File: src/hdlcdm_pkg.sv
// Shared constants, types and the cell encoder for the HDLC transmitter.
// Used by hdlc_diff_manchester_transmitter and its testbench.
// No dependencies.
package hdlcdm_pkg;

    localparam logic [7:0] FLAG_BYTE = 8'h7E;
    localparam logic [2:0] MAX_FLAGS = 3'd5;
    localparam logic [2:0] RUN_LIMIT = 3'd5;
    localparam logic [2:0] FLAGS_RESET = 3'd5;
    localparam logic [2:0] LAST_BIT = 3'd7;

    typedef struct packed {
        logic stuffed_bit;
        logic half_only;
        logic level_second_half;
        logic level_first_half;
    } cell_t;

    // Differential Manchester: one holds the level mid-cell, zero toggles it.
    function automatic cell_t encode_cell(input logic level, input logic bit_val,
                                          input logic stuffed);
        cell_t c;
        c.level_first_half  = level;
        c.level_second_half = bit_val ? level : ~level;
        c.half_only         = 1'b0;
        c.stuffed_bit       = stuffed;
        return c;
    endfunction

endpackage

File: src/hdlc_diff_manchester_transmitter.sv
// HDLC frame transmitter with bit stuffing and differential Manchester coding.
// Depends on hdlcdm_pkg.
//
// Usage:
//   Input stream (s_*): one frame byte per transfer. s_tdata holds the byte,
//   s_tuser marks the first byte of a frame, s_tlast the last one.
//   Output stream (m_*): one bit cell per transfer, m_tlast on the final cell
//   that the input byte causes.
//   cfg_*: writes start_flag_count (3 bits); always ready, write only while idle.
// Timing:
//   One sequencer steps through flag, data, stuff, closing flag and final
//   cells, using a single cell encoder, one cell per cycle unless m_tready
//   stalls the output. The first cell is encoded after the input transfer has
//   set the state register and appears once it enters the output register.
//   A byte makes cells = 8 * flags + 8 + stuffed zeros + (last ? 9 : 0),
//   so 8 to 58 cells. s_tready is low while a byte is in work.
// Reset: line level goes to one, ones count to zero, flag count to five,
//   output empty.
// Stall: m_tready low holds the current cell and freezes the sequencer; a
//   new byte is taken once the last cell has entered the output register.
module hdlc_diff_manchester_transmitter (
    input  logic       clk,
    input  logic       rst_n,
    input  logic       s_tvalid,
    output logic       s_tready,
    input  logic [7:0] s_tdata,   // [7:0] frame_byte
    input  logic       s_tuser,   // [0] first_byte
    input  logic       s_tlast,   // last_byte
    output logic       m_tvalid,
    input  logic       m_tready,
    output logic [7:0] m_tdata,   // [0] level_first_half, [1] level_second_half,
                                  // [2] half_only, [3] stuffed_bit, [7:4] zero
    output logic       m_tlast,   // last_cell
    input  logic       cfg_valid,
    output logic       cfg_ready,
    input  logic [2:0] cfg_data   // [2:0] start_flag_count
);

    localparam logic [2:0] ST_IDLE  = 3'd0;
    localparam logic [2:0] ST_FLAG  = 3'd1;
    localparam logic [2:0] ST_DATA  = 3'd2;
    localparam logic [2:0] ST_STUFF = 3'd3;
    localparam logic [2:0] ST_CLOSE = 3'd4;
    localparam logic [2:0] ST_FINAL = 3'd5;

    logic [2:0] state_reg, state_next;
    logic [2:0] cfg_flags_reg, cfg_flags_next;
    logic [7:0] data_reg, data_next;
    logic       last_reg, last_next;
    logic [2:0] flag_cnt_reg, flag_cnt_next;
    logic [2:0] bit_idx_reg, bit_idx_next;
    logic       level_reg, level_next;
    logic [2:0] ones_reg, ones_next;
    logic       out_valid_reg, out_valid_next;
    hdlcdm_pkg::cell_t out_cell_reg, out_cell_next;
    logic       out_last_reg, out_last_next;

    logic       in_xfer;
    logic       out_free;
    logic       bit_val;
    logic       stuffed;
    logic [2:0] ones_inc;
    logic [2:0] flags_sat;
    hdlcdm_pkg::cell_t enc_cell;

    assign s_tready  = (state_reg == ST_IDLE);
    assign cfg_ready = 1'b1;
    assign in_xfer   = s_tvalid && s_tready;
    assign out_free  = !out_valid_reg || m_tready;
    assign flags_sat = (cfg_flags_reg > hdlcdm_pkg::MAX_FLAGS) ?
                       hdlcdm_pkg::MAX_FLAGS : cfg_flags_reg;

    // Shared encoder input: pick the bit for the current sequencer step.
    always_comb
    begin
        bit_val = hdlcdm_pkg::FLAG_BYTE[bit_idx_reg];
        stuffed = 1'b0;
        if (state_reg == ST_DATA)
        begin
            bit_val = data_reg[bit_idx_reg];
        end
        else if (state_reg == ST_STUFF)
        begin
            bit_val = 1'b0;
            stuffed = 1'b1;
        end
    end

    assign enc_cell = hdlcdm_pkg::encode_cell(level_reg, bit_val, stuffed);
    assign ones_inc = bit_val ? (ones_reg + 3'd1) : 3'd0;

    always_comb
    begin
        state_next     = state_reg;
        cfg_flags_next = cfg_flags_reg;
        data_next      = data_reg;
        last_next      = last_reg;
        flag_cnt_next  = flag_cnt_reg;
        bit_idx_next   = bit_idx_reg;
        level_next     = level_reg;
        ones_next      = ones_reg;
        out_valid_next = out_valid_reg;
        out_cell_next  = out_cell_reg;
        out_last_next  = out_last_reg;

        if (cfg_valid && cfg_ready)
        begin
            cfg_flags_next = cfg_data;
        end

        if (m_tready)
        begin
            out_valid_next = 1'b0;
        end

        if (in_xfer)
        begin
            data_next    = s_tdata;
            last_next    = s_tlast;
            bit_idx_next = '0;
            state_next   = ST_DATA;
            if (s_tuser)
            begin
                level_next    = 1'b1;
                ones_next     = '0;
                flag_cnt_next = flags_sat;
                if (flags_sat != 3'd0)
                begin
                    state_next = ST_FLAG;
                end
            end
        end
        else if (state_reg != ST_IDLE && out_free)
        begin
            out_valid_next = 1'b1;
            out_cell_next  = enc_cell;
            out_last_next  = 1'b0;
            level_next     = ~enc_cell.level_second_half;
            bit_idx_next   = bit_idx_reg + 3'd1;
            unique case (state_reg)
                ST_FLAG:
                begin
                    if (bit_idx_reg == hdlcdm_pkg::LAST_BIT)
                    begin
                        flag_cnt_next = flag_cnt_reg - 3'd1;
                        if (flag_cnt_reg == 3'd1)
                        begin
                            state_next = ST_DATA;
                        end
                    end
                end
                ST_DATA:
                begin
                    ones_next = ones_inc;
                    if (ones_inc >= hdlcdm_pkg::RUN_LIMIT)
                    begin
                        state_next = ST_STUFF;
                    end
                    else if (bit_idx_reg == hdlcdm_pkg::LAST_BIT)
                    begin
                        state_next    = last_reg ? ST_CLOSE : ST_IDLE;
                        out_last_next = !last_reg;
                    end
                end
                ST_STUFF:
                begin
                    ones_next    = '0;
                    bit_idx_next = bit_idx_reg;
                    // index wrapped to zero: the stuffed zero followed bit 7
                    if (bit_idx_reg == 3'd0)
                    begin
                        state_next    = last_reg ? ST_CLOSE : ST_IDLE;
                        out_last_next = !last_reg;
                    end
                    else
                    begin
                        state_next = ST_DATA;
                    end
                end
                ST_CLOSE:
                begin
                    if (bit_idx_reg == hdlcdm_pkg::LAST_BIT)
                    begin
                        state_next = ST_FINAL;
                    end
                end
                ST_FINAL:
                begin
                    out_cell_next.level_second_half = 1'b0;
                    out_cell_next.half_only         = 1'b1;
                    out_cell_next.stuffed_bit       = 1'b0;
                    out_last_next                   = 1'b1;
                    level_next                      = level_reg;
                    bit_idx_next                    = bit_idx_reg;
                    state_next                      = ST_IDLE;
                end
                default:
                begin
                    state_next = ST_IDLE;
                end
            endcase
        end
    end

    always_ff @(posedge clk or negedge rst_n)
    begin
        if (!rst_n)
        begin
            state_reg     <= ST_IDLE;
            cfg_flags_reg <= hdlcdm_pkg::FLAGS_RESET;
            flag_cnt_reg  <= '0;
            bit_idx_reg   <= '0;
            level_reg     <= 1'b1;
            ones_reg      <= '0;
            out_valid_reg <= 1'b0;
        end
        else
        begin
            state_reg     <= state_next;
            cfg_flags_reg <= cfg_flags_next;
            flag_cnt_reg  <= flag_cnt_next;
            bit_idx_reg   <= bit_idx_next;
            level_reg     <= level_next;
            ones_reg      <= ones_next;
            out_valid_reg <= out_valid_next;
        end
    end

    always_ff @(posedge clk)
    begin
        data_reg     <= data_next;
        last_reg     <= last_next;
        out_cell_reg <= out_cell_next;
        out_last_reg <= out_last_next;
    end

    assign m_tvalid = out_valid_reg;
    assign m_tdata  = {4'b0000, out_cell_reg};
    assign m_tlast  = out_last_reg;

endmodule

File: config.mk
export PLATFORM = sky130hd
export DESIGN_NAME = hdlc_diff_manchester_transmitter
export DESIGN_NICKNAME = d
export VERILOG_FILES = /design/src/hdlcdm_pkg.sv /design/src/hdlc_diff_manchester_transmitter.sv
export SDC_FILE = /design/constraint.sdc
export NUM_CORES = 1
export LEC_CHECK = 0
export ABC_AREA = 0
export ABC_CLOCK_PERIOD_IN_PS = 2550
export BUFFER_PORTS_ARGS = -buffer_cell sky130_fd_sc_hd__buf_2
export CAP_MARGIN = 10
export CORE_MARGIN = 2
export CORE_UTILIZATION = 58
export CTS_BUF_LIST = sky130_fd_sc_hd__clkbuf_4
export CTS_CLUSTER_SIZE = 20
export DETAILED_ROUTE_END_ITERATION = 7
export GPL_ROUTABILITY_DRIVEN = 0
export PLACE_DENSITY_LB_ADDON = 0.12
export SYNTH_ARGS = -nofsm -noshare
export SYNTH_HDL_FRONTEND = slang
export SYNTH_SLANG_ARGS = --single-unit
File: constraint.sdc
create_clock -name clk -period 2.55 [get_ports clk]
set_clock_uncertainty 0.15 [all_clocks]
set_input_delay 0 -clock clk [delete_from_list [all_inputs] [get_ports clk]]
set_output_delay 0 -clock clk [all_outputs]
set_load 0.03 [all_outputs]
==> flow_summary_export.csv <==
group,metric,value,unit
cts,tritoncts,"built",
floorplan,io_pins,30,
synth,yosys_register_bits,31,
synth,ys_types,47,
synth,syn_area,1720,µm²
sta,setup_ws,0.166,ns
critical_path,start_kind,"flip-flop",
pwr,vdd_drop_max,0.799,mV
synth,yosysSeqAreaShare,0.493,
cells_and_area,stdcell_area,2110,µm²
placed_design,io_buffer_count,24,
sta,timing.setup.tns,0,ns
synth,ys.warnings.count,0,
cts,cts_max_level,2,
global_route,antenna_found_initial,0,
synth,yosys.area.top_type,"edfxtp_1",
cells_and_area,multi_input_comb_area,801,µm²
synth,synth_common_cells,"14 x dfrtp_1, 14 x edfxtp_1, 11 x inv_1",
cts,clockRootBuffer,"clkbuf_4",
placed_design,place_inst,203,
pwr,power,2.26,mW
global_route,grt_pass1_wl,6320,µm
placed_design,place_ws,0.210,ns
critical_path,worstPathMaxFanout,6,
sta,slew-limit-headroom,0.539,
cells_and_area,drive_gt1_frac,0.266,
placed_design,place_area,1870,µm²
sta,period_share,0.935,
cells_and_area,nFillCells,182,
cts,insertion_delay,0.34,ns
cells_and_area,fin_nets,222,
floorplan,num_rows,19,
critical_path,r2r_setup_slack,0.17,ns
routing,drt_iter0_drc,33,
cts,max-clock-path-buffers,2,
cells_and_area,largest_register_ffs,8,
floorplan,dieHeight,58.5,µm
sta,setup_viol,0,
global_route,overflow,0,
routing,wl_per_cell,16.7,µm
floorplan,coreArea,2780,µm²
routing,wl,3830,µm
routing,dr.pass1.iters,4,
sta,fin_crit,2.38,ns
global_route,grt_pass1_vias,1408,
routing,vias,1365,
synth,async_reset_ff_frac,0.548,
floorplan,die_x,58.5,µm
routing,via_per_inst,5.93,
sta,worst_pin_slew,0.689,ns
critical_path,r2r_end,"state_reg[0]",
global_route,grt_start_max_net_pins,20,
synth,syn_inst,152,
run_status,status,"finished, final reports clean",
job,cap_viol_max_count,0,
synth,syn_avg_cell_area,11.3,µm²
routing,drt.antenna.violating_nets,0,
cells_and_area,area_growth,22.6,%
synth,synth-edff-count,14,
cells_and_area,seqCellArea,850,µm²
critical_path,path_class,"flip-flop to flip-flop",
critical_path,end_kind,"flip-flop",
sta,hold_viol_final,0,
critical_path,reg2reg_depth,6,
synth,synth_top_area_share,0.244,
critical_path,cp.required,2.62,ns
cts,cts.sinks,31,
sta,slew_viol_final,0,
cells_and_area,antenna_cells,0,
cts,cts-buffers-inserted,5,
global_route,gr-usage-all-layers,0.253,
sta,rsz0062_at_grt,"no",
cells_and_area,stdcell_count,230,
sta,clock.fmax,0.419,GHz
critical_path,cp.arrival,2.45,ns
pwr,power.density,1070,nW/µm²
synth,ys.flop_type,"edfxtp_1",
floorplan,die-area,3420,µm²
placed_design,hpwl,2530,µm
routing,drc,0,
critical_path,r2r_start,"bit_idx_reg[0]",
hold_path,hold_path.class,"primary input to async pin",
pwr,power_leakage,0.937,nW
synth,synthTopCellsByArea,"edfxtp_1 24%, dfrtp_1 20%, mux2_2 5.9%",
floorplan,start_util,0.620,
cts,clkTransAtPathRegs,0.10,ns
## layout by cell type, fill, tap and decap left out, types with 4 or more instances in the layout
cell | netlist | layout
a21oi_1 | 6 | 6
nand2_1 | 5 | 5
mux2_2 | 9 | 9
dfrtp_1 | 14 | 14
nor2b_1 | 6 | 6
conb_1 | 2 | 5
clkbuf_4 | 0 | 7
edfxtp_1 | 14 | 14
inv_1 | 11 | 11
mux2i_1 | 4 | 4
nor2_1 | 10 | 10
buf_2 | 0 | 24
dlygate4sd3_1 | 0 | 19
ha_1 | 6 | 6
nor3b_1 | 4 | 4
nand3b_1 | 4 | 4
## logic make-up (layout without fill, tap and decap cells)
kind of cell | count (synthesis) | after routing | synth area share
compound gates | 33 | 33 | 0.139
xor+xnor | 3 | 3 | 0.0152
fa+ha+maj | 6 | 6 | 0.0435
buf+inv | 20 | 64 | 0.0544
flops | 31 | 31 | 0.493
mux | 15 | 15 | 0.102
other cells | 2 | 5 | 0.00436
simple gates | 42 | 42 | 0.150
## timing repair
action | CTS | global route
resized for setup | 0 | 0
setup buffers | 0 | 0
hold buffers | 19 | 0
hold endpoints to repair | 33 | 0
## stage by stage
stage | util | hold WS (ns)
2_1_floorplan | - | -0.446
4_1_cts | 0.760 | 0.0247
5_1_grt | 0.760 | 0.0398
6_report | 0.760 | 0.0317
3_3_place_gp | 0.671 | -0.203
3_5_place_dp | 0.671 | -0.202
## worst max-delay path by stage
stage,start,endpoint,slack [ns],cells past startpoint
after floorplan,bit_idx_reg[0],state_reg[0],0.34,6
after global placement,bit_idx_reg[0],state_reg[0],0.27,6
after detailed placement,bit_idx_reg[0],state_reg[0],0.21,6
after CTS,bit_idx_reg[0],state_reg[0],0.19,6
after global routing,bit_idx_reg[0],state_reg[1],0.07,6
final,bit_idx_reg[0],state_reg[0],0.17,6
## layout make-up
type / count / area share
Clock buffer: 7 / 0.0249
Timing Repair Buffer: 45 / 0.154
Tap cell: 31 / 0.0184
Sequential cell: 31 / 0.402
Clock inverter: 1 / 0.00237
Multi-Input combinational cell: 104 / 0.379
Inverter: 11 / 0.0195
## routing by layer
layer	routed length [µm]	share of wire	GRT usage	up-vias
li1	-	-	-	649
met1	1480	0.39	0.281	646
met2	1980	0.52	0.443	55
met3	241	0.063	0.0681	15
met4	122	0.032	0.130	0
met5	0	0	0	-
## worst max-delay path, stage by stage (launching register included)
cell and delay, ns:
dfrtp_1 0.47, ha_1 0.25, ha_1 0.25, or4b_2 0.66, o21ba_2 0.28, a211o_1 0.11, o32ai_1 0.09
## power by group
part | internal [mW] | leakage, nW | switching, mW
registers | 0.704 | 0.335 | 0.151
clock network | 0.129 | 0.0361 | 0.169
logic | 0.484 | 0.566 | 0.619
No activity file was read; power rests on OpenSTA's default activity.
